**config.mk**
```make
export PLATFORM = sky130hd
export DESIGN_NAME = chsa_ctrl
export DESIGN_NICKNAME = d
export VERILOG_FILES = /design/src/chsa_pkg.sv /design/src/chsa_ctrl.sv
export SDC_FILE = /design/constraint.sdc
export NUM_CORES = 1
export LEC_CHECK = 0
export BUFFER_PORTS_ARGS = -buffer_cell sky130_fd_sc_hd__clkbuf_2
export CAP_MARGIN = 10
export CELL_PAD_IN_SITES_DETAIL_PLACEMENT = 1
export CELL_PAD_IN_SITES_GLOBAL_PLACEMENT = 1
export CORE_AREA = 2 2 39 41
export DETAILED_ROUTE_END_ITERATION = 12
export DIE_AREA = 0 0 41 43
export PLACE_DENSITY_LB_ADDON = 0.1
export SYNTH_ARGS = -nofsm -noshare
export SYNTH_HDL_FRONTEND = slang
export SYNTH_SLANG_ARGS = --single-unit
```
**constraint.sdc**
```tcl
create_clock -name aclk -period 1.4 [get_ports aclk]
set_input_delay 0.21 -clock aclk [delete_from_list [all_inputs] [get_ports aclk]]
set_output_delay 0.21 -clock aclk [all_outputs]
set_load 0.02 [all_outputs]
```
**src/chsa_pkg.sv**
```systemverilog
// Shared constants, types and range-overlap helper for the copy stream hazard assigner.
package chsa_pkg;

    localparam int ADDR_W = 48;
    localparam int SIZE_W = 31;
    localparam int LOG2_W = 2;
    localparam int IDX_W  = 3;
    localparam int CNT_W  = 4;
    localparam int DEP_W  = 5;

    localparam int DEF_MAX_STREAMS = 8;
    localparam int DEF_MAX_ENTRIES = 16;

    // one stored entry: reduce flag, byte count, source, destination
    localparam int ENTRY_W = 1 + SIZE_W + 2 * ADDR_W;

    typedef struct packed {
        logic start;
        logic issue;
        logic commit;
    } chsa_cmd_t;

    typedef struct packed {
        logic open_zero;
        logic last;
        logic out_free;
    } chsa_stat_t;

    // Half-open ranges [a,a+n) and [b,b+m) overlap.
    function automatic logic ranges_meet(input logic [ADDR_W-1:0] a,
                                         input logic [SIZE_W-1:0] n,
                                         input logic [ADDR_W-1:0] b,
                                         input logic [SIZE_W-1:0] m);
        logic [ADDR_W:0] a_end;
        logic [ADDR_W:0] b_end;
        a_end = {1'b0, a} + (ADDR_W + 1)'(n);
        b_end = {1'b0, b} + (ADDR_W + 1)'(m);
        return (a_end > {1'b0, b}) && ({1'b0, a} < b_end);
    endfunction

endpackage

```
**src/chsa_ctrl.sv**
```systemverilog
// Controller: sequences accept, table scan, pipeline drain and commit.
module chsa_ctrl (
    input  logic                aclk,
    input  logic                aresetn,
    input  logic                s_valid,
    output logic                s_ready,
    input  chsa_pkg::chsa_stat_t stat,
    output chsa_pkg::chsa_cmd_t  cmd
);
    import chsa_pkg::*;

    typedef enum logic [3:0] {
        ST_IDLE   = 4'b0001,
        ST_SCAN   = 4'b0010,
        ST_DRAIN  = 4'b0100,
        ST_DECIDE = 4'b1000
    } state_t;

    state_t state_reg, state_next;

    always_comb begin
        state_next = state_reg;
        cmd        = '0;
        s_ready    = 1'b0;
        unique case (state_reg)
            ST_IDLE: begin
                s_ready = 1'b1;
                if (s_valid) begin
                    cmd.start  = 1'b1;
                    state_next = stat.open_zero ? ST_DECIDE : ST_SCAN;
                end
            end
            ST_SCAN: begin
                cmd.issue = 1'b1;
                if (stat.last) begin
                    state_next = ST_DRAIN;
                end
            end
            ST_DRAIN: begin
                state_next = ST_DECIDE;
            end
            ST_DECIDE: begin
                // hold until the output register can take the result
                if (stat.out_free) begin
                    cmd.commit = 1'b1;
                    state_next = ST_IDLE;
                end
            end
            default: state_next = ST_IDLE;
        endcase
    end

    always_ff @(posedge aclk) begin
        if (!aresetn) begin
            state_reg <= ST_IDLE;
        end else begin
            state_reg <= state_next;
        end
    end

endmodule

```
* Yosys cells after proc, flatten, opt, wreduce, memory -nomap -nowiden
Index checks and enable logic that the tools add are counted.
** Storage, ports and cells
- Logic and storage cells :: 20
- Register bits :: 4
- Input bits :: 6
- Output and inout port bits :: 4
** Cells by class
- Eq/ne operators :: 7
- Mux-type cells :: 11
- Reductions and logical operators :: 1
** Operator list (count)
- $mux W4 :: 4
- $pmux W4 S4 :: 1
- $mux W1 :: 6
- $ne A2 B2 Y1 const B :: 3
- $eq A4 B1 Y1 const B :: 1
- $eq A4 B2 Y1 const B :: 1
- $eq A4 B3 Y1 const B :: 1
- $eq A4 B4 Y1 const B :: 1
- $reduce_and A3 Y1 :: 1

* Depth between registers and ports, before layout
Gate-level depths: netlist (run 1).
- Word-level depth :: 3
- Mapped depth :: 3
- Gate-level depth less buffers :: 3

* Worst setup path after synthesis (run 1)
OpenSTA, ideal clock, no wires.
- Kind :: reg2reg
- Start point :: register state_reg[1]
- End point :: register state_reg[2]
- Buffers on the path :: 0
- Cell stages (with the launch flop) :: 3
- Arrival time :: 1.495 ns
- Period minus slack after synthesis :: 1.558 ns
- Path slack :: -0.158 ns
- Setup time :: 0.063 ns
- Required time :: 1.337 ns
- Cells stage by stage :: dfxtp_1 -> nor4b_1 -> and3_1
** Between the ends
- Longest elaborated chain between the ends :: 3
- Elaborated cells on any way between the ends :: 9
- Classes of those cells :: 7 x eq/ne; 1 x mux; 1 x reduce/logical
** RTL lines
- start: declaration :: RTL line chsa_ctrl.sv:19 : state_t state_reg, state_next;
- start signal: assignment :: RTL line chsa_ctrl.sv:57 : state_reg <= state_next;
- $eq A4 B2 Y1 (tied with other cells) :: RTL line chsa_ctrl.sv:25 : unique case (state_reg)
- $ne A2 B2 Y1 (no source line)
- $reduce_and A3 Y1 (no source line)
Several ways; a longest one is shown, not always the timed one.
A chain may end at the register's enable or synchronous reset.

==> results of run 1 <==
[cell type report]
| class | instances | area share, % |
|---|---|---|
| Tap cell | 16 | 5.65 |
| Sequential cell | 4 | 24.7 |
| Clock buffer | 3 | 6.36 |
| Inverter | 2 | 2.12 |
| Timing Repair Buffer | 12 | 20.5 |
| Multi-Input combinational cell | 17 | 40.6 |
[repair_timing]
action,4_1_cts,5_1_grt
resized for setup,8,5
pin swaps,1,1
hold buffers,0,0
buffers inserted,1,2
setup endpoints to repair,2,4
[metrics by stage]
step                instances  hold slack [ns]  utilization [%]
floorplan                  23            0.289                -
detailed placement         48            0.456             20.3
finish                     54            0.216             25.6
global placement           48            0.458             20.3
CTS                        52            0.217             24.1
global route               54            0.213             25.6
[power by group through the flow]
| stage | Combinational [mW] | Clock, mW | Sequential (mW) |
|---|---|---|---|
| floorplan | 0.0308 | 0 | 0.129 |
| global placement | 0.0494 | 0 | 0.132 |
| detailed placement | 0.0500 | 0 | 0.132 |
| CTS | 0.0575 | 0.146 | 0.133 |
| global route | 0.0712 | 0.166 | 0.133 |
| finish | 0.0654 | 0.144 | 0.132 |
[kinds of logic (layout without fill, tap and decap cells)]
kind of cell / after synthesis / count (layout)
flip-flops: 4 / 4
buffers and inverters: 2 / 17
AO/OA/AOI/OAI: 5 / 5
AND/OR/NAND/NOR: 12 / 12
[routing by layer]
| layer | vias up | part of all wire, % | GRT usage, % |
|---|---|---|---|
| li1 | 123 | - | - |
| met1 | 113 | 40 | 10.2 |
| met2 | 11 | 49 | 14.1 |
| met3 | 2 | 8.6 | 6.28 |
| met4 | 0 | 2.0 | 6.00 |
| met5 | - | 0 | 0 |
[how the worst min path moves through the flow]
stage            start      endpoint  cells after the start
2_1_floorplan  aresetn  state_reg[0]                      1
3_3_place_gp   stat[1]  state_reg[2]                      2
3_5_place_dp   aresetn  state_reg[0]                      2
4_1_cts        aresetn  state_reg[0]                      2
5_1_grt        stat[1]  state_reg[2]                      2
6_report       aresetn  state_reg[0]                      2
[cells in the mapped netlist (2+ instances only)]
cell type	n
sky130_fd_sc_hd__and4b_1	2
sky130_fd_sc_hd__inv_1	2
sky130_fd_sc_hd__nor3_1	3
sky130_fd_sc_hd__nor4b_1	2
sky130_fd_sc_hd__dfxtp_1	4
==> flow_results.org, run 1 <==
** Outcome
- Result of the run :: completed

** CTS
- In this run the number of H-tree levels came out at 1.
- Library cell used as clock root buffer :: sky130_fd_sc_hd__clkbuf_4
- For the worst-skew pair, the clock arrives at the later sink with an insertion delay of 0.23 ns.
- Counting every sink on the clock net gives 4.
- TritonCTS clock tree :: built
- The clock passes through at most 2 buffers.
- Counting the buffers created by CTS gives 3.
- Clock-pin slew on the worst setup and hold paths :: 0.04 ns

** Placement
- Detailed Place HPWL :: 466 µm
- Placed cell area :: 280 µm²
- Placement-stage worst setup slack :: 0.132 ns
- The congestion estimate from routability-driven global placement came to 0.603.
- Buffers on Ports :: 9

** Floorplan
- The floorplan step set the die height to 43 µm.
- The die covers roughly 1800 µm².
- Core area :: 1380 µm²
- Chip Width :: roughly 40 µm
- Initial Utilization :: 15.1%
- I/O Pins :: 10
- In this run the core area contains 14 standard-cell rows.

** STA
- Unrepaired setup endpoints after global routing :: true
- Fin crit period :: 1.40 ns
- The number of failing hold endpoints at the final stage is 0.
- Setup total negative slack on the finished layout was measured at 0 ns.
- The worst path uses between 90 and 100% of the clock period.
- Max-Slew Margin vs Limit :: 83.0%
- Max Freq :: 0.717 GHz
- The number of pins exceeding their max-slew limit in the final report came to 0.
- Worst Tran Pin Value :: 0.254 ns
- Across the routed clock network, the largest skew measured is around 0.0036 ns.
- Setup violations remaining at the end of the flow were counted as 0.
- Once routing completed, OpenROAD measured the worst setup slack at between 0.004 and 0.005 ns.

** GRT
- Total global routing track utilization :: 9.82%
- Total overflow reported by the global router :: 0
- The first global-routing pass estimated 1110 µm of wire.
- Pin count of the biggest net entering global routing :: 9
- Initial antenna violation count :: 0
- Vias in the first global route :: 271

** Finish
- Number of fillers in the final layout :: 172
- Top library cells by usage in the layout, fill and taps aside :: 6 x sky130_fd_sc_hd__clkbuf_2, 5 x sky130_fd_sc_hd__buf_4, 3 x sky130_fd_sc_hd__clkbuf_4, 3 x sky130_fd_sc_hd__dfxtp_2
- In the final layout, flip-flops and latches occupy 87.6 µm².
- Area growth from synthesis to final layout :: 69.5%
- The post-route netlist has between 50% and 60% of its cells at a drive strength greater than 1.
- The final layout contains 46 nets.
- Max FFs per register :: 4
- 0 antenna diodes ended up in the layout.
- The finished cells cover 354 µm².
- Summing all multi-input logic gate instances after layout gives 144 µm².
- The library cell used most frequently in the layout, excluding fill and tap cells, is sky130_fd_sc_hd__clkbuf_2.

** Yosys
- The top cell type by area accounts for 38.3% of the synthesized area.
- Fraction of registers with async set/reset :: 0%
- Post-Syn Area per Cell :: just over 9 µm²
- Combinational family with the most area after synthesis :: simple AND/OR/NAND/NOR gates
- Synthesized-area fraction occupied by ao, oa, aoi and oai cells :: 17.4%
- Flip-flop and latch count after synthesis :: 4
- Post-Syn Nets :: 29
- Post-synthesis sequential area ratio :: 38.3%
- Sorting the synthesized cells by area gives the leading types as sky130_fd_sc_hd__dfxtp_1 38%, sky130_fd_sc_hd__and4b_1 9.6%, sky130_fd_sc_hd__nor4b_1 8.4%.
- Multiplexer area fraction after synthesis :: 0%
- Syn. warnings :: 0
- In the synthesized netlist the dominant register cell turns out to be sky130_fd_sc_hd__dfxtp_1.
- After synthesis the cells add up to 209 µm².
- The synthesized netlist contains 15 unique library cells.
- Summing the areas of all xor and xnor instances in the mapped netlist gives 0% of the synthesized area.
- The largest total area in the synthesized netlist belongs to sky130_fd_sc_hd__dfxtp_1.
- After Yosys synthesis, full adders, half adders and majority gates account for 0% of the synthesized area.
- Summing the areas of all and, or, nand and nor instances in the mapped netlist gives 40.7% of the synthesized area.
- Synthesis produced 23 cells.
- Yosys mapped a number of flops with a built-in enable equal to 0.

** Routing
- The routed layout has 249 vias.
- Remaining number of nets flagged by the antenna check after routing :: 0
- DRT iter0 DRCs :: 0
- WL final :: 643 µm
- Remaining DRCs :: 0
- For this run, the detailed router's first-pass iteration total came to 1.
- Detailed-route vias per instance :: 4.61
- Drt wl/cell :: between 10 and 15 µm

** Job
- Max-cap violations in this run came to 0.

** Critical path
- The worst register-to-register path begins at state_reg[3].
- Critical path data required time :: 1.19 ns
- The setup path with the least slack is of type reg2out.
- Cell chain of the critical path :: nand3b_1 -> nor3_2 -> buf_4
- Crit path launch type :: register
- Sort of element at the end of the critical path :: primary output
- For the worst setup path, the data arrival time is 1.19 ns.
- Cell count of the worst reg-to-reg path :: 5
- The slowest stage of the critical path is the sky130_fd_sc_hd__dfxtp_4 cell.
- Following the worst setup path forward leads to its endpoint at cmd[2].
- Crit path largest cell delay :: roughly 0.37 ns
- In this run the register-to-register setup slack is approximately 0.15 ns.
- The kind of cell with the highest combined delay along the critical path is simple AND/OR/NAND/NOR gates.
- Bufs and invs on worst path :: 1
- Of all nets on the critical path, the largest fanout is 8.
- Cell count along the critical path :: 3
- In this run the critical register-to-register path is captured at state_reg[3].
- The most critical setup path has its startpoint at state_reg[3].

** Power
- The analysis attributes to net switching a power of a little under 0.09 mW.
- Per report_power, the clock group accounts for 42.1% of the total.
- Power spread over the standard cell area amounts to 963 nW/µm².
- Peak VDD IR :: 0.416 mV
- Switching share of power :: 26.0%
- In this run, the combinational gates consume 19.2% of the power.
- The analysis attributes to cell leakage a power of 0.148 nW.
- Cell-internal power :: 0.252 mW
- Register share of total power :: about two fifths
- Power, Total :: around 0.34 mW

** Min path
- Kind of path behind the tightest hold check :: in2reg
Note: power is estimated with default switching activity, not from simulation.
==> inputs of run 2 (changes only) <==
==> constraint.sdc (replaced) <==
create_clock -name aclk -period 1.3 [get_ports aclk]
set_input_delay 0.195 -clock aclk [delete_from_list [all_inputs] [get_ports aclk]]
set_output_delay 0.195 -clock aclk [all_outputs]
set_load 0.02 [all_outputs]
==> flow_results.org, run 2 (synthesis gave the netlist of run 1 again) <==
** GRT
- The via count of the first global-routing pass is 246 (was 271).
- Wire length of the first global-routing pass :: 1030 µm (was 1110 µm)
- Total global routing track utilization :: 9.43% (was 9.82%)
- Total overflow reported by the global router :: 0 (unchanged)
- The pin count of the biggest net entering global routing is 9 (unchanged).
- Initial antenna violation count :: 0 (unchanged)

** CTS
- The buffer levels on the longest clock path was 2 (unchanged).
- Clock-pin slew on the worst setup and hold paths :: 0.04 ns (about the same)
- Latest clock arrival within the worst-skew pair :: 0.23 ns (about the same)
- The count of H-tree levels built during CTS was 1 (unchanged).
- The clock tree from TritonCTS was built (unchanged).
- The total clock sinks is 4 (unchanged).
- The number of buffers added by the clock tree synthesis step is 3 (unchanged).
- Library cell used as clock root buffer :: sky130_fd_sc_hd__clkbuf_4 (unchanged)
- The count of hold-fix buffers inserted at cts came to 0 (unchanged).

** Min path
- Hold Crit Endpoint :: state_reg[0] (unchanged)
- The count of cells along the worst hold path came to 2 (unchanged).
- The path class of the lowest-slack min-delay path is in2reg (unchanged).
- The worst min-delay path startpoint is aresetn (unchanged).

** Critical path
- Classification of the worst setup path :: reg2out (unchanged)
- Critical path data required time :: 1.11 ns (was 1.19 ns)
- The standard cell with the maximum stage delay on the critical path was sky130_fd_sc_hd__dfxtp_2 (was sky130_fd_sc_hd__dfxtp_4).
- Cell chain of the critical path :: nand3b_1 -> nor3_2 -> buf_4 (unchanged)
- The startpoint of the lowest-slack register-to-register path was state_reg[3] (unchanged).
- The longest individual stage delay on the worst path is 0.34 ns (was 0.37 ns).
- The arrival time at the worst endpoint came to 1.12 ns (was 1.19 ns).
- Endpoint of the worst register-to-register path :: state_reg[0] (was state_reg[3])
- Cell count of the worst reg-to-reg path :: 3 (was 5)
- The buffer and inverter count on the worst path was 1 (unchanged).
- Kind of cell adding the most delay to the critical path :: simple AND/OR/NAND/NOR gates (unchanged)
- Sort of element at the end of the critical path :: primary output (unchanged)
- R2R Setup Slk :: 0.14 ns (was 0.15 ns)
- The maximum net fanout on the critical path was 6 (was 8).
- The nature of the critical path startpoint was a register (unchanged).

** Floorplan
- Initial Utilization :: 15.1% (unchanged)
- Chip Width :: 41 µm (unchanged)
- The height of the die is 43 µm (unchanged).
- The core outline area was 1380 µm² (unchanged).
- I/O Pins :: 10 (unchanged)
- The die area is 1760 µm² (unchanged).
- Number of cell rows :: 14 (unchanged)

** STA
- TNS Setup :: -0.0156 ns (was 0 ns)
- Clock Skew :: 0.00257 ns (was 0.00364 ns)
- Worst setup margin :: -0.0156 ns (was 0.00437 ns)
- Fraction of the cycle the final worst path needs :: 101%
- Max Freq :: 0.760 GHz
- Setup violators final :: 1 (was 0)
- The number of failing hold endpoints at the final stage is 0 (unchanged).
- Unrepaired setup endpoints after global routing: true (unchanged).
- The number of pins exceeding their max-slew limit in the final report is 0 (unchanged).
- Worst Tran Pin Value :: 0.238 ns (was 0.254 ns)
- Fin crit period :: around 1.3 ns
- Max-Slew Margin vs Limit :: 84.1% (was 83.0%)

** Finish
- The number of flip-flops under the largest register name is 4 (unchanged).
- Diodes inserted :: 0 (unchanged)
- The number of nets in the final layout was 46 (unchanged).
- The post-route non-filler standard cell count was 54 (unchanged).
- Number of fillers in the final layout :: 169 (was 172)
- Area growth from synthesis to final layout :: 74.9% (was 69.5%)
- The most common cell after layout, fill and taps aside is sky130_fd_sc_hd__buf_4 (was sky130_fd_sc_hd__clkbuf_2).
- The share of post-route cells with drive strength above 1 came to 60.5% (was 57.9%).
- Top library cells by usage in the layout, fill and taps aside: 7 x sky130_fd_sc_hd__buf_4, 5 x sky130_fd_sc_hd__clkbuf_2, 3 x sky130_fd_sc_hd__clkbuf_4, 3 x sky130_fd_sc_hd__dfxtp_2 (was 6 x sky130_fd_sc_hd__clkbuf_2, 5 x sky130_fd_sc_hd__buf_4, 3 x sky130_fd_sc_hd__clkbuf_4, 3 x sky130_fd_sc_hd__dfxtp_2).

** Routing
- The total number of vias came to 250 (was 249).
- The number of design-rule violations left by the first detailed-router iteration was 0 (unchanged).
- DRT Pass-1 Iters :: 1 (unchanged)
- Remaining DRCs :: 0 (unchanged)
- The final wirelength came to 647 µm (was 643 µm).
- Drt wl/cell :: 12.0 µm (was 11.9 µm)
- Detailed-route vias per instance :: 4.63 (was 4.61)
- Remaining number of nets flagged by the antenna check after routing :: 0 (unchanged)

** Placement
- The placed wire-length estimate came to 522 µm (was 466 µm).
- The number of buffer cells added on primary ports was 9 (unchanged).
- Placement-stage worst setup slack :: 0.0849 ns (was 0.132 ns)
- Last weighted congestion value of the routability-driven placer :: 0.644 (was 0.603)
- Inst Count DP :: 50 (was 48)

** Job
- The reported max-cap violation count came to 0 (unchanged).

** Power
- The areal power density over the cells was 1000 nW/µm² (was 963 nW/µm²).
- The leakage power summed over all cells came to 0.157 nW (was 0.148 nW).
- Peak VDD IR :: 0.285 mV (was 0.416 mV)

** Outcome
- Result of the run :: finished with violations (was completed)
- The final reports fail on negative setup slack.
==> run 2: changes by cell type in the layout (fill, tap and decap cells not counted) <==
cell	previous run	this run
sky130_fd_sc_hd__buf_2	1	0
sky130_fd_sc_hd__buf_4	5	7
sky130_fd_sc_hd__clkbuf_2	6	5
sky130_fd_sc_hd__nor4b_1	1	0
sky130_fd_sc_hd__nor4b_2	0	1
==> run 2: repair_timing <==
action	4_1_cts	5_1_grt
setup buffers	1	0
gates cloned	0	0
hold endpoints to repair	0	0
endpoints found under the setup margin	4	4
resized for setup	6	9
==> run 2: where the power goes <==
part / switching [mW] / internal (mW)
registers: 0.0120 / 0.128
logic: 0.0317 / 0.0380
clock network: 0.0518 / 0.103
total: 0.0955 / 0.270
==> run 2: area by class of cell <==
type | count | area, µm² | area share [%]
clock buffer | 3 | 22.5 | 6.16
inverter | 2 | 7.51 | 2.05
sequential | 4 | 87.6 | 24.0
timing repair buffer | 12 | 77.6 | 21.2
multi-input combinational | 17 | 150 | 41.1
tap | 16 | 20.0 | 5.48
==> run 2: per-stage QoR <==
stage	hold WS (ns)	power (mW)	utilization [%]	cell area, µm²
CTS	0.186	0.373	25.5	353
global route	0.210	0.392	26.4	365
global placement	0.435	0.202	22.2	307
floorplan	0.274	0.175	-	226
detailed placement	0.435	0.202	22.2	307
finish	0.185	0.365	26.4	365
==> run 2: worst max-delay path by stage <==
stage	startpoint	to	slack [ns]	depth (start not counted)
3_3_place_gp	state_reg[3]	state_reg[0]	0.09	3
6_report	state_reg[3]	cmd[2]	-0.02	3
2_1_floorplan	state_reg[1]	state_reg[2]	0.07	2
5_1_grt	state_reg[3]	cmd[2]	-0.07	3
4_1_cts	state_reg[3]	cmd[2]	-0.05	3
3_5_place_dp	state_reg[1]	cmd[1]	0.08	2
==> run 2: worst register-to-register path, cell delays in order, from the launching register on <==
cell and delay [ns]:
sky130_fd_sc_hd__dfxtp_2 0.38, sky130_fd_sc_hd__or3b_1 0.38, sky130_fd_sc_hd__a21oi_1 0.15, sky130_fd_sc_hd__o221ai_1 0.11
==> run 2: per-layer routing <==
layer,up-vias,part of all wire (%),global-route usage [%]
met3,2,8.2,3.14
met5,-,0,0
li1,121,-,-
met2,10,51,12.2
met1,117,38,9.94
met4,0,2.9,12.0
